**src/rtl/pct_pkg.sv**
```systemverilog
// ----------------------------------------------------------------------------
// pct_pkg
// Shared types, widths and codes of the polygon convexity test core.
// ----------------------------------------------------------------------------
`timescale 1ns / 1ps
`default_nettype none

package pct_pkg;

    // Signed Q16.16 vertex coordinates
    localparam int CoordWidth = 32;
    localparam int EdgeWidth  = CoordWidth + 1;
    localparam int ProdWidth  = 2 * EdgeWidth;
    localparam int DiffWidth  = ProdWidth + 1;

    // Triples judged per vertex: the running one and the two wrap-around ones
    localparam int NumTri = 3;
    localparam int TriRun   = 0;
    localparam int TriWrapA = 1;
    localparam int TriWrapB = 2;

    typedef logic signed [CoordWidth-1:0] t_coord;
    typedef logic signed [EdgeWidth-1:0]  t_edge;
    typedef logic signed [ProdWidth-1:0]  t_prod;
    typedef logic signed [DiffWidth-1:0]  t_diff;
    typedef logic [1:0]                   t_count;
    typedef logic [1:0]                   t_verdict;

    localparam t_count SeenNone = 2'd0;
    localparam t_count SeenOne  = 2'd1;
    localparam t_count SeenTwo  = 2'd2;
    localparam t_count SeenFull = 2'd3;

    localparam t_verdict VerdictNotConvex = 2'd0;
    localparam t_verdict VerdictConvex    = 2'd1;
    localparam t_verdict VerdictTooFew    = 2'd2;

    // Edge vectors of one triple (a, b, c): e1 = b - a, e2 = c - b
    typedef struct packed {
        t_edge e1x;
        t_edge e1y;
        t_edge e2x;
        t_edge e2y;
    } t_tri;

    typedef struct packed {
        logic [NumTri-1:0] tri_ok;
        logic              last;
        logic              too_few;
    } t_ctl;

    typedef struct packed {
        logic pos;
        logic neg;
    } t_sign;

    function automatic t_edge edge_of(t_coord b_pt, t_coord a_pt);
        return t_edge'(b_pt) - t_edge'(a_pt);
    endfunction

    function automatic t_tri make_tri(t_coord ax, t_coord ay, t_coord bx, t_coord by,
                                      t_coord cx, t_coord cy);
        t_tri t;
        t.e1x = edge_of(bx, ax);
        t.e1y = edge_of(by, ay);
        t.e2x = edge_of(cx, bx);
        t.e2y = edge_of(cy, by);
        return t;
    endfunction

endpackage

`default_nettype wire

```
**src/rtl/pct_front.sv**
```systemverilog
// ----------------------------------------------------------------------------
// pct_front
// Vertex history and edge-vector formation for the three triples of a request.
// ----------------------------------------------------------------------------
`timescale 1ns / 1ps
`default_nettype none

module pct_front (
    input  wire logic                                  i_clk,
    input  wire logic                                  i_rst_n,
    input  wire logic                                  i_move,
    input  wire pct_pkg::t_coord                       i_x,
    input  wire pct_pkg::t_coord                       i_y,
    input  wire logic                                  i_last,
    output pct_pkg::t_tri [pct_pkg::NumTri-1:0]        o_tri,
    output pct_pkg::t_ctl                              o_ctl
);

    pct_pkg::t_coord r_first_x, r_first_y, r_second_x, r_second_y;
    pct_pkg::t_coord r_prior_x, r_prior_y, r_older_x, r_older_y;
    pct_pkg::t_count r_count;
    pct_pkg::t_count n_count;
    logic            have_two;

    assign have_two = (r_count == pct_pkg::SeenTwo) || (r_count == pct_pkg::SeenFull);

    assign o_tri[pct_pkg::TriRun]   = pct_pkg::make_tri(r_older_x, r_older_y,
                                                        r_prior_x, r_prior_y, i_x, i_y);
    assign o_tri[pct_pkg::TriWrapA] = pct_pkg::make_tri(r_prior_x, r_prior_y, i_x, i_y,
                                                        r_first_x, r_first_y);
    assign o_tri[pct_pkg::TriWrapB] = pct_pkg::make_tri(i_x, i_y, r_first_x, r_first_y,
                                                        r_second_x, r_second_y);

    always_comb begin
        o_ctl                          = '0;
        o_ctl.tri_ok[pct_pkg::TriRun]   = have_two;
        o_ctl.tri_ok[pct_pkg::TriWrapA] = have_two && i_last;
        o_ctl.tri_ok[pct_pkg::TriWrapB] = have_two && i_last;
        o_ctl.last                     = i_last;
        o_ctl.too_few                  = i_last && !have_two;
    end

    always_comb begin
        if (r_count == pct_pkg::SeenFull) begin
            n_count = pct_pkg::SeenFull;
        end else begin
            n_count = r_count + 2'd1;
        end
    end

    always_ff @(posedge i_clk) begin
        if (!i_rst_n) begin
            r_count <= pct_pkg::SeenNone;
        end else if (i_move) begin
            // last vertex closes the polygon: start over
            r_count <= i_last ? pct_pkg::SeenNone : n_count;
        end
    end

    always_ff @(posedge i_clk) begin
        if (i_move) begin
            if (r_count == pct_pkg::SeenNone) begin
                r_first_x <= i_x;
                r_first_y <= i_y;
            end
            if (r_count == pct_pkg::SeenOne) begin
                r_second_x <= i_x;
                r_second_y <= i_y;
            end
            r_older_x <= r_prior_x;
            r_older_y <= r_prior_y;
            r_prior_x <= i_x;
            r_prior_y <= i_y;
        end
    end

endmodule

`default_nettype wire

```
**config.mk**
```make
export PLATFORM = sky130hd
export DESIGN_NAME = pct_front
export DESIGN_NICKNAME = d
export VERILOG_FILES = /design/src/rtl/pct_pkg.sv /design/src/rtl/pct_front.sv
export SDC_FILE = /design/constraint.sdc
export NUM_CORES = 1
export LEC_CHECK = 0
export BUFFER_PORTS_ARGS = -buffer_cell sky130_fd_sc_hd__buf_2
export CORE_MARGIN = 2
export CORE_UTILIZATION = 30
export CTS_BUF_LIST = sky130_fd_sc_hd__clkbuf_8
export DETAILED_ROUTE_END_ITERATION = 8
export PLACE_DENSITY = 0.54
export SETUP_SLACK_MARGIN = 0.1
export SLEW_MARGIN = 20
export SYNTH_ARGS = -nofsm -noshare
export SYNTH_HDL_FRONTEND = slang
export SYNTH_SLANG_ARGS = --single-unit
```
**constraint.sdc**
```tcl
create_clock -name i_clk -period 11.12 [get_ports i_clk]
set_input_delay 1.112 -clock i_clk [delete_from_list [all_inputs] [get_ports i_clk]]
set_output_delay 1.112 -clock i_clk [all_outputs]
set_load 0.1 [all_outputs]
```
==> results.sh, run 1 <==
export IMPL_syn_to_final_growth_pct=15.6
export IMPL_io_pins=469
export IMPL_synth_mux_area_share_pct=0.140
export IMPL_via_count=18300
export IMPL_slowest_delay_ps=980
export IMPL_placed_area_mm2=0.0249
export IMPL_drive_gt1_share_pct=20.1
export IMPL_synth_edf_count=256
export IMPL_synth_flop_cell="edfxtp_1"
export IMPL_clock_sinks=258
export IMPL_grt_pass1_vias=17800
export IMPL_initial_core_util_pct=30.2
export IMPL_die_h_um=277
export IMPL_worst_ep_required_time_ps=10010
export IMPL_ys_warn_count=0
export IMPL_crit_fanout=6
export IMPL_fmax_mhz=164
export IMPL_cts_resized=0
export IMPL_relSlewSlack_pct=25.4
export IMPL_ys_seq_elements=258
export IMPL_fin_setup_tns_ps=0
export IMPL_ir_drop_mv=0.226
export IMPL_post_cts_buffers=0
export IMPL_finalNonFillerCells=3794
export IMPL_final_common_cell="buf_2"
export IMPL_clock_latency_ps=610
export IMPL_place_ws_ps=5100
export IMPL_dp_cells=3699
export IMPL_drv_cap=0
export IMPL_p_leak_nw=12.4
export IMPL_synth_xor_area_share_pct=8.33
export IMPL_synth_cells=2420
export IMPL_synthesis_area_mm2=0.0224
export IMPL_holdBufCountCts=0
export IMPL_status="completed"
export IMPL_wl_um=64400
export IMPL_min_path_type="flop to flop"
export IMPL_path_class="input pin to output port"
export IMPL_mostFrequentLayoutCells="buf_2, inv_1, ha_1, edfxtp_1, a21oi_1"
export IMPL_min_delay_start="r_prior_y[10]$_DFFE_PP_"
export IMPL_drc_errors=0
export IMPL_rr_startpoint="r_count[1]$_SDFFE_PN0P_"
export IMPL_crit_start="i_x[1]"
export IMPL_cpLargestDelayFamily="compound AO/OA/AOI/OAI gates"
export IMPL_finalMaxSlewViolations=0
export IMPL_wl_per_cell_um=17.0
export IMPL_fin_crit_sh_pct=54.9
export IMPL_hold_violations=0
export IMPL_period_minus_slack_ps=6110
export IMPL_grt_max_degree=76
export IMPL_setup_viol=0
export IMPL_cts_root_buf="clkbuf_8"
export IMPL_final_area_mm2=0.0259
export IMPL_synthSimpleGateAreaFrac_pct=11.6
export IMPL_h_tree_depth=2
export IMPL_die_width_um=277
export IMPL_cts_clk_slew_worst_paths_ps=60
export IMPL_ant_nets=0
export IMPL_avgSynthCellArea_um2=9.25
export IMPL_antenna_found_initial=5
export IMPL_synth_top_family_by_area="compound AO/OA/AOI/OAI gates"
export IMPL_rsz0062_at_grt="false"
export IMPL_grt_total_usage_pct=16.3
export IMPL_port_buffers=468
export IMPL_cpMaxStageDelayCell="o31ai_1"
export IMPL_rows=100
export IMPL_synth_fa_ha_area_share_pct=15.0
export IMPL_vias_per_cell=4.82
export IMPL_synth_nets=2752
export IMPL_gp_congestion=0.899
export IMPL_crit_path_start_kind="input pin"
export IMPL_end_kind="output port"
export IMPL_ys_seq_area_share_pct=34.5
export IMPL_worstMarginPinSlew_ps=1110
export IMPL_async_flop_share_pct=0
export IMPL_p_per_area_mw_per_mm2=241
export IMPL_grt_pass1_wl_um=98700
export IMPL_crit_buf_inv=3
export IMPL_fin_nets=3113
export IMPL_fin_skew_ps=30.8
export IMPL_crit_arrival_ps=4990
export IMPL_setup_slack_ps=5010
export IMPL_core_area_mm2=0.0742
export IMPL_synth_compound_area_share_pct=19.9
export IMPL_crit_chain="buf_2 -> inv_1 -> ha_1 -> nor2b_1 -> o21a_1 -> o21ai_0 -> a21oi_1 -> a31oi_1 -> o31ai_1 -> nand3_1 -> o21ai_0 -> xnor2_1 -> buf_2"
export IMPL_cts_buffer_depth=3
export IMPL_drt_iter0_drc=920
export IMPL_gr_total_overflow=0
export IMPL_drt_pass1_iter_count=5
export IMPL_yosysUniqueCellTypes=86
export IMPL_fin_hold_ws_ps=487
export IMPL_cts_tree="yes"
export IMPL_numCtsBuffers=49
export IMPL_nFillCells=7727
export IMPL_die_area_mm2=0.0768
export IMPL_dp_final_hpwl_um=52900
cell families (layout without fill, tap and decap cells):
kind of cell,after synthesis,after routing
multiplexers,3,3
AND/OR/NAND/NOR,509,509
adder cells (fa/ha/maj),264,264
AO/OA/AOI/OAI,681,681
other,0,5
flip-flops,258,258
XOR/XNOR,213,213
buffers and inverters,492,892
cell type report:
type / instances / area, um2 / share of cell area, %
flip-flops and latches: 258 / 7730 / 29.9
inverters: 331 / 1240 / 4.80
multi-input cells: 1670 / 12300 / 47.6
clock buffers: 49 / 674 / 2.61
clock inverters: 41 / 315 / 1.22
well taps: 969 / 1210 / 4.69
diodes: 5 / 12.5 / 0.0484
repair buffers: 471 / 2370 / 9.16
through the flow:
stage	total power [mW]	utilization (%)
after floorplan	4.82	-
after global placement	5.31	33.5
after detailed placement	5.31	33.5
after CTS	6.30	34.9
after global routing	6.48	34.9
final	6.24	34.9
metal layers:
| layer | track usage (%) | wire length (um) | vias to the layer above |
|---|---|---|---|
| li1 | - | - | 9226 |
| met1 | 19.9 | 27900 | 8535 |
| met2 | 29.3 | 32100 | 420 |
| met3 | 2.30 | 2680 | 90 |
| met4 | 5.25 | 1800 | 0 |
| met5 | 0 | 0 | - |
report_power, final:
group	total (mW)	switching [mW]	internal, mW
registers	1.18	0.0346	1.14
logic	4.10	3.45	0.644
clock network	0.963	0.432	0.530
total	6.24	3.92	2.32
worst paths after layout:
path / slack (ps) / to / cells after the start
worst max-delay path: 5010 / o_tri[388] / 13
worst min-delay path: 490 / r_older_y[10]$_DFFE_PP_ / 0
worst max register to register: 9330 / r_second_x[27]$_DFFE_PP_ / 2
worst min register to register: 490 / r_older_y[10]$_DFFE_PP_ / 0
cell usage after synthesis (all sizes together) (26+ instances only):
cell type / n / area (um2)
a21o: 129 / 970
a21oi: 208 / 1040
a31oi: 26 / 169
buf: 137 / 1020
edfxtp: 256 / 7690
ha: 256 / 3200
inv: 331 / 1240
nand2: 121 / 454
nand2b: 36 / 225
nand3: 37 / 185
nor2: 128 / 480
nor2b: 48 / 300
o21a: 40 / 302
o21ai: 113 / 566
xnor2: 141 / 1230
xor2: 72 / 631
flip-flops by register name, indices dropped and copies added, names as in the netlist:
register    count
r_second_x     32
r_prior_x      32
r_first_x      32
r_older_y      32
r_first_y      32
r_older_x      32
r_prior_y      32
r_second_y     32
r_count         2
Power figures use the tool's default switching activity.
==> run 2, diff against run 1 <==
- PLACE_DENSITY: 0.54 -> 0.56
- clock period: 11.12 -> 5.5 ns (I/O delays scaled with it)
==> run 2 against run 1 <==
Net effect: wire length increased by 0.12%; clock power up 88%; cell area is 0.12% lower; final cell count up 0.16%; total power rose by 100%; critical path type is now flop to output port; largest cell class unchanged; largest power group unchanged.
==> results.sh, run 2 (synthesis gave the netlist of run 1 again) <==
export IMPL_setup_viol=0
export IMPL_p_switching_mw=7.95
export IMPL_clock_latency_ps=610
export IMPL_die_width_um=277
export IMPL_crit_arrival_ps=4510
export IMPL_cts_resized=0
export IMPL_cts_tree="yes"
export IMPL_wl_per_cell_um=17.0
export IMPL_p_per_area_mw_per_mm2=483
export IMPL_crit_fanout=3
export IMPL_cpLargestDelayFamily="compound AO/OA/AOI/OAI gates"
export IMPL_register_area_mm2=0.00773
export IMPL_p_leak_nw=12.4
export IMPL_clock_power_share_pct=14.5
export IMPL_grt_max_degree=77
export IMPL_p_comb_share_pct=66.4
export IMPL_fin_nets=3118
export IMPL_gp_congestion=0.907
export IMPL_worstMarginPinSlew_ps=1010
export IMPL_crit_path_start_kind="flop"
export IMPL_cts_buffer_depth=3
export IMPL_rsz0062_at_grt="false"
export IMPL_dp_final_hpwl_um=52800
export IMPL_power_internal_mw=4.53
export IMPL_relSlewSlack_pct=32.9
export IMPL_grt_pass1_wl_um=98700
export IMPL_cpMaxStageDelayCell="a221oi_1"
export IMPL_grt_pass1_vias=17600
export IMPL_mostFrequentLayoutCells="buf_2, inv_1, ha_1, edfxtp_1, a21oi_1"
export IMPL_finalMaxSlewViolations=0
export IMPL_path_class="flop to output port"
export IMPL_port_buffers=468
export IMPL_period_minus_slack_ps=5060
export IMPL_fin_crit_sh_pct=92.1
export IMPL_status="completed"
export IMPL_final_common_cell="buf_2"
export IMPL_fmax_mhz=197
export IMPL_crit_chain="inv_1 -> ha_1 -> nor2b_1 -> o31ai_1 -> a21oi_1 -> nor3_1 -> o21ai_1 -> a221oi_1 -> o21ai_0 -> a21oi_1 -> xnor2_1 -> buf_2"
export IMPL_min_path_type="input pin to flop"
export IMPL_core_area_mm2=0.0742
export IMPL_fin_skew_ps=26.3
export IMPL_setup_slack_ps=436
export IMPL_via_count=18300
export IMPL_initial_core_util_pct=30.2
export IMPL_ir_drop_mv=0.514
export IMPL_drc_errors=0
export IMPL_drt_iter0_drc=737
export IMPL_hold_violations=0
export IMPL_wl_um=64500
export IMPL_nFillCells=7609
export IMPL_numCtsBuffers=51
export IMPL_slowest_delay_ps=580
export IMPL_antenna_found_initial=7
export IMPL_clock_sinks=258
export IMPL_crit_buf_inv=2
export IMPL_r2r_cells=1
export IMPL_syn_to_final_growth_pct=15.4
export IMPL_postLayoutCoreUtil_pct=34.8
export IMPL_h_tree_depth=2
export IMPL_p_sw_share_pct=63.7
export IMPL_vias_per_cell=4.82
export IMPL_multi_input_area_mm2=0.0123
export IMPL_end_kind="output port"
export IMPL_drt_pass1_iter_count=5
export IMPL_die_h_um=277
export IMPL_hold_path_depth=3
export IMPL_crit_top_cell="a21oi_1"
export IMPL_holdBufCountCts=0
export IMPL_post_cts_buffers=0
export IMPL_cts_root_buf="clkbuf_8"
export IMPL_grt_total_usage_pct=16.3
export IMPL_place_ws_ps=862
export IMPL_worst_ep_required_time_ps=4950
export IMPL_fin_hold_ws_ps=168
export IMPL_cts_clk_slew_worst_paths_ps=60
export IMPL_drv_cap=0
export IMPL_drive_gt1_share_pct=20.3
export IMPL_ant_nets=0
export IMPL_rows=100
export IMPL_io_pins=469
export IMPL_fin_setup_tns_ps=0
export IMPL_p_seq_share_pct=19.1
export IMPL_path_depth=12
export IMPL_gr_total_overflow=0
export IMPL_die_area_mm2=0.0768
## run 2: cell types whose count changed in the layout (fill, tap and decap cells not counted), moves of 2 or more
cell / before / now
buf_4: 3 / 6
clkinv_2: 8 / 11
diode_2: 5 / 8
clkbuf_8: 49 / 51
bufinv_16: 5 / 1
inv_1: 344 / 342
## run 2: cell type report
| type | count | area share [%] |
|---|---|---|
| sequential | 258 | 29.9 |
| inverter | 331 | 4.81 |
| clock buffer | 51 | 2.72 |
| antenna | 8 | 0.0775 |
| timing repair buffer | 474 | 9.26 |
| clock inverter | 39 | 0.813 |
| tap | 969 | 4.69 |
| multi-input combinational | 1670 | 47.7 |
## run 2: power by group through the flow
| stage | Clock [mW] | Combinational, mW | Sequential (mW) |
|---|---|---|---|
| final | 1.81 | 8.28 | 2.38 |
| after global routing | 1.96 | 8.61 | 2.40 |
| after CTS | 1.90 | 8.33 | 2.38 |
| after detailed placement | 0 | 8.31 | 2.42 |
| after global placement | 0 | 8.32 | 2.42 |
| after floorplan | 0 | 7.36 | 2.39 |
## run 2: worst paths after layout
kind | start | to | slack, ps
setup / recovery | r_first_x[1]$_DFFE_PP_ | o_tri[326] | 440
hold / removal | i_rst_n | r_count[1]$_SDFFE_PN0P_ | 170
setup reg to reg | r_count[0]$_SDFFE_PN0P_ | r_second_y[24]$_DFFE_PP_ | 3740
hold reg to reg | r_prior_y[20]$_DFFE_PP_ | r_older_y[20]$_DFFE_PP_ | 490
## run 2: worst min-delay path, cell delays in order
cell	delay (ps)
buf_2	100
nand2_1	50
nor2_1	40
## run 2: metrics by stage
step / std cells / area [um2] / power (mW)
floorplan: 2420 / 22400 / 9.75
global placement: 3702 / 24900 / 10.7
detailed placement: 3702 / 24900 / 10.7
CTS: 3792 / 25800 / 12.6
global route: 3799 / 25800 / 13.0
finish: 3800 / 25800 / 12.5
## run 2: metal layers
metal | track usage [%] | up-vias | wire (um)
met5 | 0 | - | 0
met4 | 6.12 | 0 | 2130
met3 | 1.87 | 103 | 2460
met2 | 28.4 | 432 | 31300
met1 | 20.6 | 8517 | 28700
li1 | - | 9253 | -
