--- config.mk ---
export PLATFORM = sky130hd
export DESIGN_NAME = pct_verdict
export DESIGN_NICKNAME = d
export VERILOG_FILES = /design/src/rtl/pct_pkg.sv /design/src/rtl/pct_verdict.sv
export SDC_FILE = /design/constraint.sdc
export NUM_CORES = 1
export LEC_CHECK = 0
export BUFFER_PORTS_ARGS = -buffer_cell sky130_fd_sc_hd__buf_2
export CORE_AREA = 2 2 39 41
export DETAILED_ROUTE_END_ITERATION = 7
export DIE_AREA = 0 0 41 43
export SYNTH_ARGS = -nofsm -noshare
export SYNTH_HDL_FRONTEND = slang
export SYNTH_SLANG_ARGS = --single-unit
--- constraint.sdc ---
create_clock -name i_clk -period 1.31 [get_ports i_clk]
set_input_delay 0.1965 -clock i_clk [delete_from_list [all_inputs] [get_ports i_clk]]
set_output_delay 0.1965 -clock i_clk [all_outputs]
set_load 0.05 [all_outputs]
--- src/rtl/pct_pkg.sv ---
// ----------------------------------------------------------------------------
// pct_pkg
// Shared types, widths and codes of the polygon convexity test core.
// ----------------------------------------------------------------------------
`timescale 1ns / 1ps
`default_nettype none

package pct_pkg;

    // Signed Q16.16 vertex coordinates
    localparam int CoordWidth = 32;
    localparam int EdgeWidth  = CoordWidth + 1;
    localparam int ProdWidth  = 2 * EdgeWidth;
    localparam int DiffWidth  = ProdWidth + 1;

    // Triples judged per vertex: the running one and the two wrap-around ones
    localparam int NumTri = 3;
    localparam int TriRun   = 0;
    localparam int TriWrapA = 1;
    localparam int TriWrapB = 2;

    typedef logic signed [CoordWidth-1:0] t_coord;
    typedef logic signed [EdgeWidth-1:0]  t_edge;
    typedef logic signed [ProdWidth-1:0]  t_prod;
    typedef logic signed [DiffWidth-1:0]  t_diff;
    typedef logic [1:0]                   t_count;
    typedef logic [1:0]                   t_verdict;

    localparam t_count SeenNone = 2'd0;
    localparam t_count SeenOne  = 2'd1;
    localparam t_count SeenTwo  = 2'd2;
    localparam t_count SeenFull = 2'd3;

    localparam t_verdict VerdictNotConvex = 2'd0;
    localparam t_verdict VerdictConvex    = 2'd1;
    localparam t_verdict VerdictTooFew    = 2'd2;

    // Edge vectors of one triple (a, b, c): e1 = b - a, e2 = c - b
    typedef struct packed {
        t_edge e1x;
        t_edge e1y;
        t_edge e2x;
        t_edge e2y;
    } t_tri;

    typedef struct packed {
        logic [NumTri-1:0] tri_ok;
        logic              last;
        logic              too_few;
    } t_ctl;

    typedef struct packed {
        logic pos;
        logic neg;
    } t_sign;

    function automatic t_edge edge_of(t_coord b_pt, t_coord a_pt);
        return t_edge'(b_pt) - t_edge'(a_pt);
    endfunction

    function automatic t_tri make_tri(t_coord ax, t_coord ay, t_coord bx, t_coord by,
                                      t_coord cx, t_coord cy);
        t_tri t;
        t.e1x = edge_of(bx, ax);
        t.e1y = edge_of(by, ay);
        t.e2x = edge_of(cx, bx);
        t.e2y = edge_of(cy, by);
        return t;
    endfunction

endpackage

`default_nettype wire

--- src/rtl/pct_verdict.sv ---
// ----------------------------------------------------------------------------
// pct_verdict
// Sign accumulation per polygon and final verdict.
// ----------------------------------------------------------------------------
`timescale 1ns / 1ps
`default_nettype none

module pct_verdict (
    input  wire logic                              i_clk,
    input  wire logic                              i_rst_n,
    input  wire logic                              i_move,
    input  wire pct_pkg::t_ctl                     i_ctl,
    input  wire pct_pkg::t_sign [pct_pkg::NumTri-1:0] i_sign,
    output pct_pkg::t_verdict                      o_verdict
);

    logic                      r_saw_pos, r_saw_neg;
    logic                      any_pos, any_neg;
    logic                      all_pos, all_neg;
    logic [pct_pkg::NumTri-1:0] pos_vec, neg_vec;

    always_comb begin
        for (int k = 0; k < pct_pkg::NumTri; k++) begin
            pos_vec[k] = i_sign[k].pos && i_ctl.tri_ok[k];
            neg_vec[k] = i_sign[k].neg && i_ctl.tri_ok[k];
        end
    end

    assign any_pos = |pos_vec;
    assign any_neg = |neg_vec;
    assign all_pos = r_saw_pos || any_pos;
    assign all_neg = r_saw_neg || any_neg;

    always_comb begin
        priority if (i_ctl.too_few) begin
            o_verdict = pct_pkg::VerdictTooFew;
        end else if (all_pos && all_neg) begin
            o_verdict = pct_pkg::VerdictNotConvex;
        end else begin
            o_verdict = pct_pkg::VerdictConvex;
        end
    end

    always_ff @(posedge i_clk) begin
        if (!i_rst_n) begin
            r_saw_pos <= 1'b0;
            r_saw_neg <= 1'b0;
        end else if (i_move) begin
            // drop the flags once the polygon has its verdict
            r_saw_pos <= all_pos && !i_ctl.last;
            r_saw_neg <= all_neg && !i_ctl.last;
        end
    end

endmodule

`default_nettype wire

==> impl_summary.md, run 1 <==
Global route
The met2 usage in global routing is around 5.3%. The met3 demand-to-capacity share in global routing is 3.14%. Global routing consumed, on the met1 layer, 4.14% of the routing resources. The remaining global-route overflow is 0. Entering global routing, the biggest net connects 4 pins.

After global routing, the most crowded layer is met4. The initial antenna violation count is 0. The first-pass GRT wire length is ~470 microns. The global-route usage over all layers is 4.80%.

The number of global-route vias before repair is 148.

Routing
The final routed wirelength across all metal layers is 450 microns. Dividing the detail-routed wire length by the instance count gives between 9 and 10 microns. The detailed-routing iteration count for the pre-antenna-repair pass is 4. The detail route stage leaves a number of antenna-violating nets equal to 0. After detailed routing, the number of remaining DRC violations is 0. In this run, the number of DRC markers left after iteration 0 of detailed routing was 5. The routed via count divided by cell count is 3.81. The detailed-route via count is 183.

Clock tree
Clock latency on the worst-skew pair, taken at its later pin, is 0.22 ns. In this run the number of H-tree levels came out at 1. The clock transition at the register clock pins on the worst setup and hold paths after CTS is 0.03 ns. Clock tree synthesis selected as its root buffer the cell clkbuf_4. The buffer levels on the longest clock path is 2. The number of clock buffers inserted by TritonCTS is 3. Buffers inserted to repair hold after CTS numbered 0. TritonCTS built the clock tree.

The clock drives 2 sinks.

Timing
The maximum clock rate is 0.798 GHz. The hold violation count in the final report is 0. Setup violations remaining at the end of the flow were counted as 0. Dividing the final minimum period by the clock period gives 95.7%. The total negative setup slack is 0 ns.

The worst-case clock skew is 0 ns. The final critical delay including setup and external delays is 1.25 ns. The worst relative slew slack is 83.7%. The actual slew at the worst max-slew pin is roughly 0.25 ns. The max-slew violation count is 0. Setup repair after global routing left no endpoint under its margin.

Final layout
Once layout is complete, the utilization of the core stands at 18.6%. The count of fill cells added during filler insertion is 155. The area growth from synthesis to layout is 104%. The ratio of cells with drive above 1 in the final layout is between 70% and 80%. At the end of the flow, the number of nets in the layout was 48.

The sequential cells in the finished layout cover a total of 40.0 sq um. The summed area of non-filler cells in the final layout is between 200 and 300 sq um. In the final layout, the multi-input gates occupy 82.6 sq um. The repair_antennas step left the layout with diodes totalling 0.

Worst setup path
The arrival time reported for the critical path endpoint is 1.06 ns. The reg-to-reg endpoint is r_saw_neg$_SDFFE_PN0P_. The startpoint kind of the worst setup timing path is a register. The worst reg2reg path startpoint is r_saw_neg$_SDFFE_PN0P_.

STA puts the critical path data required time at 1.11 ns. In this run the worst path has a maximum fanout of 2. STA classifies the critical path endpoint as a primary output. The worst register-to-register path has a depth of 4.

The start-to-end type of the worst setup path is reg2out. For flop-to-flop paths, the worst setup slack is 0.38 ns.

Synthesis
The register bit total from synthesis is 2. Synthesis handed over a netlist of 14 instances. After synthesis, flip-flops and latches occupy 31.7% of the total area. Counting every net in the synthesized netlist gives 28. The post-synthesis instance area is 126 sq um. The area share of the leading cell type in the synthesized netlist is 31.7%. Ranked by total cell area, the synthesized netlist is headed by dfxtp_1 32%, a32o_1 16%, a21oi_1 12%.

The synthesized netlist contains 9 unique library cells. The number of warnings reported in the yosys synthesis log is 0. The leading area contributor after synthesis is dfxtp_1. The average footprint of a synthesized cell is 9.03 sq um.

Worst hold path
Along the worst hold path, the cell count comes to 2. For hold timing, the worst endpoint is r_saw_neg$_SDFFE_PN0P_. The class of the worst hold path is in2reg. The worst hold path begins at i_rst_n.

Pwr
The leakage power figure is ~0.12 nW. The design draws 279 uW. The total power density per cell area is 1080 nW/um^2.

Across the VDD grid, the largest voltage drop is 166 uV.

Run status
The run finished with clean final reports.

Die
The core box area is 1380 sq um. The width of the die is 41 microns. The die area is 1760 sq um. The I/O pin total is 16. In this run the core area contains 14 standard-cell rows. For this configuration, the core starts out at a cell density of 9.13%. In this run the vertical extent of the chip is between 40 and 50 microns.

Place
The post-DP HPWL is 307 microns. The placed instances occupy a cell area of 218 sq um. The placer congestion estimate is around 0.57. The number of input and output port buffers inserted is 15.

Flow run
Max-cap violations in this run came to 0.
==> worst max-delay path, cell delays in order (launching register included) <==
cell	delay, ns
dfxtp_1	0.30
a21oi_1	0.11
nand2_1	0.10
a21oi_2	0.16
buf_6	0.17
==> placed cells by master (no fill, tap or decap) <==
cell,count
a22oi_2,1
buf_6,1
clkbuf_4,3
nor3b_2,1
a21oi_1,1
a21oi_2,2
buf_4,1
buf_2,14
a22oi_1,1
a32o_1,2
inv_1,1
dfxtp_1,2
nand2_1,2
==> final cells by class <==
| cell class | instances | area share (%) |
|---|---|---|
| repair buffers | 16 | 34.5 |
| clock buffers | 3 | 8.74 |
| inverters | 1 | 1.46 |
| well taps | 16 | 7.77 |
| flip-flops and latches | 2 | 15.5 |
| multi-input cells | 10 | 32.0 |
==> routing by layer <==
metal	up-vias	share of wire [%]
li1	90	-
met1	73	36
met2	20	42
met3	0	22
met4	0	0
met5	-	0
==> per-stage QoR <==
stage / hold slack, ns / cells / worst slack [ns]
after global routing: 0.269 / 48 / 0.0196
after CTS: 0.245 / 47 / 0.0245
after floorplan: 0.364 / 14 / 0.139
final: 0.258 / 48 / 0.0568
after global placement: 0.486 / 44 / 0.143
after detailed placement: 0.486 / 44 / 0.135
==> cells in the mapped netlist, drive strengths merged <==
library cell / count
buf: 1
inv: 1
a22oi: 2
nor3b: 1
nand2: 2
a32o: 2
dfxtp: 2
a21oi: 3
==> timing repair <==
action,4_1_cts,5_1_grt
buffers inserted,0,1
resized for setup,1,2
endpoints found under the setup margin,1,1
pin swaps,0,1
==> flip-flops by register name (all words and copies together) (netlist names) <==
signal     count
r_saw_neg      1
r_saw_pos      1
==> where the power goes <==
group / leakage, nW / internal [mW] / switching (mW)
Clock: 0.0138 / 0.101 / 0.0360
Sequential: 0.0164 / 0.0648 / 0.00206
Combinational: 0.0948 / 0.0358 / 0.0397
Total: 0.125 / 0.202 / 0.0778
==> worst max-delay path by stage <==
stage | endpoint | cells past startpoint | slack (ns) | startpoint
5_1_grt | o_verdict[0] | 4 | 0.02 | r_saw_pos$_SDFFE_PN0P_
3_3_place_gp | o_verdict[0] | 5 | 0.14 | i_sign[5]
3_5_place_dp | o_verdict[0] | 5 | 0.14 | i_ctl[4]
6_report | o_verdict[0] | 4 | 0.06 | r_saw_pos$_SDFFE_PN0P_
2_1_floorplan | o_verdict[0] | 3 | 0.14 | r_saw_neg$_SDFFE_PN0P_
4_1_cts | o_verdict[0] | 4 | 0.02 | r_saw_pos$_SDFFE_PN0P_
==> kinds of logic after synthesis <==
logic type             count (synthesis)  share of synthesized area, %
and+or+nand+nor                        3                          15.8
buffers and inverters                  2                          8.91
DFF                                    2                          31.7
AOI/OAI and AO/OA                      7                          43.6
Note: power is estimated with default switching activity, not from simulation.
==> run 2, diff against run 1 <==
- BUFFER_PORTS_ARGS: -buffer_cell sky130_fd_sc_hd__buf_2 -> unset
- DONT_BUFFER_PORTS: unset -> 1
==> run 2 against run 1 <==
Net effect: design area is 22% lower; sequential power is 2% higher; clock skew stayed put; register-to-register slack got worse by 0.02 ns; die area did not move.
==> impl_summary.md, run 2 (synthesis results as in run 1) <==
Run status
Result of the run: complete, no violations (unchanged).

Routing
The detailed-routing iteration count for the pre-antenna-repair pass was 3 (was 4). The final routed DRC violation total came to 0 (unchanged). The number of nets still failing antenna checks after routing was 0 (unchanged). The initial detailed-routing violation count was 3 (was 5). The final routed wirelength across all metal layers came to 376 microns (was 450 microns).

The detailed-route via count is 139 (was 183). The routed via count divided by cell count is 3.97 (was 3.81). The average wire per cell in the routed design came to 10.7 microns (was 9.38 microns).

Worst setup path
The largest fanout on the critical path came to 2 (unchanged). The largest stage delay on the critical path is 0.32 ns (was 0.30 ns). The arrival time reported for the critical path endpoint is 1.04 ns (was 1.06 ns).

The startpoint kind of the worst setup timing path is a register (unchanged). Cell-by-cell listing of the critical path: a21oi_2 > nand2_1 > a21oi_2 > buf_6 (was a21oi_1 > nand2_1 > a21oi_2 > buf_6). The type of element capturing the critical path is a primary output (unchanged). The start-to-end type of the worst setup path was reg2out (unchanged). The slowest cell on the critical path is dfxtp_2 (was dfxtp_1). The required time at the worst-slack endpoint is 1.11 ns (about the same).

In this design, the critical path's most frequently occurring cell is a21oi_2.

Timing
The maximum clock rate is 0.808 GHz (was 0.798 GHz). The hold violation count in the final report is 0 (unchanged). RSZ-0062 raised after global routing: yes (was no). The worst-case setup margin in the final layout is 0.0717 ns (was 0.0568 ns). The max-slew violation count is 0 (unchanged). The number of failing setup endpoints in the final timing report was 0 (unchanged). The period utilization is 94.5% (was 95.7%). The worst-case clock skew was 0 ns (unchanged).

The worst relative slew slack is 89.0% (was 83.7%). The actual slew at the worst max-slew pin is 0.164 ns (was 0.247 ns). The total negative setup slack came to 0 ns (unchanged). The final critical delay including setup and external delays came to 1.24 ns (was 1.25 ns).

Pwr
The leakage power figure is 0.0760 nW (was 0.125 nW). The total power density per cell area is 1270 nW/um^2 (was 1080 nW/um^2). The largest vdd supply drop is 433 uV (was 166 uV).

Clock tree
The clock sink count is 2 (unchanged). The TritonCTS clock tree is done (unchanged). The library cell used as clock root buffer is clkbuf_4 (unchanged).

The clock transition at the register clock pins on the worst setup and hold paths after CTS came to 0.03 ns (about the same). The number of clock buffers inserted by TritonCTS came to 3 (unchanged). The clock network latency to the later pin of the worst-skew pair is 0.22 ns (about the same). The buffer levels on the longest clock path came to 2 (unchanged). The number of H-tree branching levels is 1 (unchanged).

Global route
The met3 demand-to-capacity share in global routing came to 1.57% (was 3.14%). The maximum number of pins on one net before global-route repair came to 4 (unchanged). The initial antenna violation count came to 0 (unchanged).

The met2 usage in global routing is 5.00% (was 5.31%). The most congested layer reported by global routing was met1 (was met4). The remaining global-route overflow is 0 (unchanged). The fraction of met1 tracks used by global routing came to 6.37% (was 4.14%).

The first-pass GRT wire length came to 476 microns (was 469 microns). The global-route usage over all layers was 4.80% (unchanged). The number of global-route vias before repair is 131 (was 148).

Die
The number of rows in the core area came to 14 (unchanged). The floorplan die height came to 43 microns (unchanged). The die area came to 1760 sq um (unchanged). The starting utilization of the core area is 9.13% (unchanged).

The I/O pin total is 16 (unchanged). The width of the die was 41 microns (unchanged). The core box area is 1380 sq um (unchanged).

Worst hold path
The class of the worst hold path is in2reg (unchanged).

Place
The worst setup slack after placement is 0.230 ns (was 0.135 ns). The number of input and output port buffers inserted was 0 (was 15). The instance area at placement is 150 sq um (was 218 sq um).

The placer congestion estimate is 0.528 (was 0.572).

Final layout
Largest registers: r_saw_neg (1), r_saw_pos (1) (unchanged). The summed area of non-filler cells in the final layout came to 201 sq um (was 258 sq um). The growth of design area from synthesis to finish is 59.4% (was 104%). Commonest non-fill, non-tap cells in the layout: 3 x a21oi_2, 3 x clkbuf_4 (was 14 x buf_2, 3 x clkbuf_4). The number of antenna cells inserted came to 0 (unchanged).

The layout net count came to 35 (was 48). The ratio of cells with drive above 1 in the final layout is 68.4% (was 71.9%).

Flow run
The max-capacitance violation count is 0 (unchanged).
[run 2: cell count changes in the layout (fill, tap and decap cells not counted)]
| cell | before | now |
|---|---|---|
| dfxtp_1 | 2 | 0 |
| buf_2 | 14 | 0 |
| buf_4 | 1 | 2 |
| a21oi_2 | 2 | 3 |
| dfxtp_2 | 0 | 2 |
| a21oi_1 | 1 | 0 |
[run 2: path summary, 6_finish.rpt]
check / from / to / slack (ns) / depth (start not counted)
worst min register to register: r_saw_neg$_SDFFE_PN0P_ / r_saw_neg$_SDFFE_PN0P_ / 0.51 / 1
worst min-delay path: i_rst_n / r_saw_pos$_SDFFE_PN0P_ / 0.15 / 1
worst max register to register: r_saw_pos$_SDFFE_PN0P_ / r_saw_pos$_SDFFE_PN0P_ / 0.36 / 4
worst max-delay path: r_saw_neg$_SDFFE_PN0P_ / o_verdict[0] / 0.07 / 4
[run 2: area by class of cell]
class / count / area (sq um)
clock buffers: 3 / 22.5
fillers: 160 / 1180
inverters: 1 / 3.75
multi-input cells: 10 / 86.3
flip-flops and latches: 2 / 42.5
well taps: 16 / 20.0
repair buffers: 3 / 26.3
[run 2: critical path, delay by kind of cell, from the launching register on]
family | cells | cell delay, ns
simple gates | 1 | 0.09
flops | 1 | 0.32
compound gates | 2 | 0.25
buf+inv | 1 | 0.17
[run 2: per-stage QoR]
stage | power [mW] | hold WS (ns) | utilization, % | cells
detailed placement | 0.106 | 0.374 | 10.8 | 30
finish | 0.255 | 0.145 | 14.6 | 35
CTS | 0.255 | 0.136 | 12.7 | 33
global placement | 0.106 | 0.373 | 10.8 | 30
global route | 0.275 | 0.142 | 14.6 | 35
floorplan | 0.105 | 0.364 | - | 14
[run 2: power by group]
part	internal (mW)	leakage, nW	switching, mW	total, mW
combinational	0.0256	0.0449	0.0248	0.0504
clock	0.101	0.0138	0.0351	0.136
sequential	0.0655	0.0172	0.00279	0.0683
total	0.192	0.0760	0.0627	0.255
[run 2: routing by layer]
layer  share of wire, %  vias up  wire, microns
li1                   -       66              -
met1                 46       58            172
met2                 35       15            132
met3                 19        0             72
met4                  0        0              0
met5                  0        -              0
[run 2: what timing repair did]
| action | in CTS | in global routing |
|---|---|---|
| gates cloned | 0 | 0 |
| setup buffers | 0 | 2 |
| setup endpoints to repair | 1 | 1 |
| hold buffers | 0 | 0 |
| gates resized for setup | 1 | 4 |
| pin swaps | 0 | 1 |
==> run 3, diff against run 2 <==
- ABC_AREA: unset -> 1
- BUFFER_PORTS_ARGS: unset -> -buffer_cell sky130_fd_sc_hd__buf_2
- DONT_BUFFER_PORTS: 1 -> unset
==> run 3 against run 2 <==
Net effect: non-clock buffer count rose by 12; hold slack gained 0.057 ns; via count increased by 53%; count of clock-buffer cells in the layout unchanged; maximum frequency is 1.1% higher; design area rose by 34%; worst setup slack improved by 0.013 ns.
==> impl_summary.md, run 3 <==
Clock tree
The buffer levels on the longest clock path came to 2 (unchanged). The total setup buffers inserted after CTS came to 0 (unchanged). The TritonCTS clock tree was done (unchanged). The library cell used as clock root buffer is clkbuf_4 (unchanged).

The number of H-tree branching levels is 1 (unchanged). The clock sink count was 2 (unchanged). The number of clock buffers inserted by TritonCTS was 3 (unchanged).

The number of buffers inserted by hold repair at cts is 0 (unchanged). The clock network latency to the later pin of the worst-skew pair came to 0.23 ns (was 0.22 ns). The clock transition at the register clock pins on the worst setup and hold paths after CTS is 0.03 ns (about the same).

Final layout
The ratio of cells with drive above 1 in the final layout came to 46.7% (was 68.4%). The growth of design area from synthesis to finish came to 80.7% (was 59.4%). Leaving out fill and tap cells, the most frequent cell in the layout is buf_2. The number of antenna cells inserted is 0 (unchanged). Largest registers: r_saw_neg (1), r_saw_pos (1) (unchanged). The summed area of non-filler cells in the final layout is 269 sq um (was 201 sq um). The layout net count is 61 (was 35). Commonest non-fill, non-tap cells in the layout: 14 x buf_2, 12 x nand2_1, 4 x inv_1 (was 3 x a21oi_2, 3 x clkbuf_4).

Die
The core box area is 1380 sq um (unchanged). The number of rows in the core area is 14 (unchanged). The starting utilization of the core area came to 10.8% (was 9.13%). The width of the die is 41 microns (unchanged). The I/O pin total is 16 (unchanged). The floorplan die height came to 43 microns (unchanged). The die area is 1760 sq um (unchanged).

Synthesis
The post-synthesis instance area came to 149 sq um (was 126 sq um). The number of warnings reported in the yosys synthesis log is 0 (unchanged). The average footprint of a synthesized cell is 5.32 sq um (was 9.03 sq um). Most frequent cells after synthesis: 12 x nand2_1, 4 x inv_1, 4 x nor2_1 (was 3 x a21oi_1, 2 x a32o_1, 2 x dfxtp_1, 2 x nand2_1). The number of flops mapped to enable cells by yosys was 0 (unchanged). The fraction of the yosys area taken by sequential cells came to 26.9% (was 31.7%). The post-synthesis async set-or-reset flop share is 0% (unchanged). Synth area leaders: nand2_1 30%, dfxtp_1 27%, inv_1 10% (was dfxtp_1 32%, a32o_1 16%, a21oi_1 12%). The most used standard cell by instance count after synthesis is nand2_1 (was a21oi_1).

The instance count of the mapped netlist is 28 (was 14). The unique cell type count in the Yosys netlist is 8 (was 9). The register bit total from synthesis came to 2 (unchanged). The leading area contributor after synthesis is nand2_1 (was dfxtp_1). The area share of the leading cell type in the synthesized netlist is 30.3% (was 31.7%).

The most common flop cell mapped by yosys is dfxtp_1 (unchanged). The synthesized netlist net count is 42 (was 28).

Pwr
The leakage power figure came to 0.152 nW (was 0.0760 nW). The overall power consumption is 280 uW (was 255 uW). The largest vdd supply drop is 188 uV (was 433 uV).

The total power density per cell area was 1040 nW/um^2 (was 1270 nW/um^2).

Global route
The number of global-route vias before repair came to 202 (was 131). The first-pass GRT wire length came to 607 microns (was 476 microns). The maximum number of pins on one net before global-route repair came to 4 (unchanged). The initial antenna violation count is 0 (unchanged). The global-route usage over all layers came to 5.61% (was 4.80%). The remaining global-route overflow is 0 (unchanged).

Routing
The number of nets still failing antenna checks after routing is 0 (unchanged). The initial detailed-routing violation count is 1 (was 3). The met3 wire length was 28 microns (was 72 microns). The final routed wirelength across all metal layers is 407 microns (was 376 microns). The routed via count divided by cell count is 3.49 (was 3.97).

The met2 wire length came to 218 microns (was 132 microns). The final routed DRC violation total was 0 (unchanged). The average wire per cell in the routed design is 6.67 microns (was 10.7 microns).

The detailed-route via count is 213 (was 139). The detailed-routing iteration count for the pre-antenna-repair pass was 2 (was 3). The wire length the detailed router placed on met1 was 144 microns (was 172 microns). The highest metal layer with signal wires is met4 (was met3).

Timing
The period utilization is 93.5% (was 94.5%). The max-slew violation count came to 0 (unchanged). The actual slew at the worst max-slew pin came to 0.246 ns (was 0.164 ns). The hold violation count in the final report is 0 (unchanged). The worst relative slew slack is 83.7% (was 89.0%). The final critical delay including setup and external delays is 1.22 ns (was 1.24 ns). RSZ-0062 raised after global routing: no (was yes). The worst-case clock skew is 0 ns (unchanged). The total negative setup slack is 0 ns (unchanged). The number of failing setup endpoints in the final timing report came to 0 (unchanged).

The maximum clock rate is 0.816 GHz (was 0.808 GHz).

Worst setup path
The start-to-end type of the worst setup path is reg2out (unchanged). The arrival time reported for the critical path endpoint is 1.03 ns (was 1.04 ns). The startpoint kind of the worst setup timing path is a register (unchanged).

The required time at the worst-slack endpoint was 1.11 ns (about the same). The type of element capturing the critical path is a primary output (unchanged). The largest fanout on the critical path is 2 (unchanged).

Place
The instance area at placement is 239 sq um (was 150 sq um). The number of input and output port buffers inserted came to 15 (was 0). The placer congestion estimate came to 0.479 (was 0.528).

Run status
Result of the run: complete, no violations (unchanged).

Flow run
The max-capacitance violation count is 0 (unchanged).

Worst hold path
The class of the worst hold path was in2reg (unchanged).
==> run 3: cell families after synthesis <==
| group | count (synthesis) | synth area share (%) |
|---|---|---|
| DFF | 2 | 26.9 |
| AOI/OAI and AO/OA | 4 | 13.4 |
| and+or+nand+nor | 17 | 44.5 |
| buffers and inverters | 5 | 15.1 |
==> run 3: final timing paths <==
path | start | end | slack [ns] | depth (start not counted)
setup / recovery | r_saw_pos$_SDFFE_PN0P_ | o_verdict[0] | 0.09 | 6
hold / removal | i_rst_n | r_saw_pos$_SDFFE_PN0P_ | 0.20 | 3
setup reg to reg | r_saw_pos$_SDFFE_PN0P_ | r_saw_pos$_SDFFE_PN0P_ | 0.57 | 4
hold reg to reg | r_saw_neg$_SDFFE_PN0P_ | r_saw_neg$_SDFFE_PN0P_ | 0.46 | 2
==> run 3: cell type report <==
cell class	instances	area, sq um
inverter	4	15.0
timing repair buffer	15	81.3
sequential	2	41.3
tap	16	20.0
clock buffer	3	22.5
fill	169	1110
multi-input combinational	21	88.8
==> run 3: power breakdown <==
| group | switching [mW] | internal, mW |
|---|---|---|
| sequential | 0.00157 | 0.0649 |
| clock | 0.0405 | 0.102 |
| combinational | 0.0410 | 0.0309 |
==> run 3: timing repair <==
action                     4_1_cts  5_1_grt
pin swaps                        0        3
gates cloned                     0        0
setup endpoints to repair        1        1
resized for setup                1        2
==> run 3: stage by stage <==
| stage | worst slack (ns) | hold slack, ns | std cells | utilization (%) |
|---|---|---|---|---|
| 2_1_floorplan | 0.174 | 0.328 | 28 | - |
| 5_1_grt | 0.00117 | 0.215 | 61 | 19.4 |
| 4_1_cts | 0.0345 | 0.204 | 61 | 19.1 |
| 3_3_place_gp | 0.225 | 0.450 | 58 | 17.3 |
| 3_5_place_dp | 0.218 | 0.451 | 58 | 17.3 |
| 6_report | 0.0851 | 0.202 | 61 | 19.4 |
==> run 3: critical path, stage by stage, from the launching register on <==
cell and delay (ns):
dfxtp_2 0.31, inv_1 0.04, nand2_1 0.06, nor2_1 0.08
nor2_1 0.06, nor2_2 0.09, buf_6 0.16
==> run 3: routing by layer <==
layer / GRT usage (%) / up-vias
li1: - / 117
met1: 3.83 / 87
met2: 9.06 / 7
met3: 1.57 / 2
met4: 8.00 / 0
met5: 0 / -
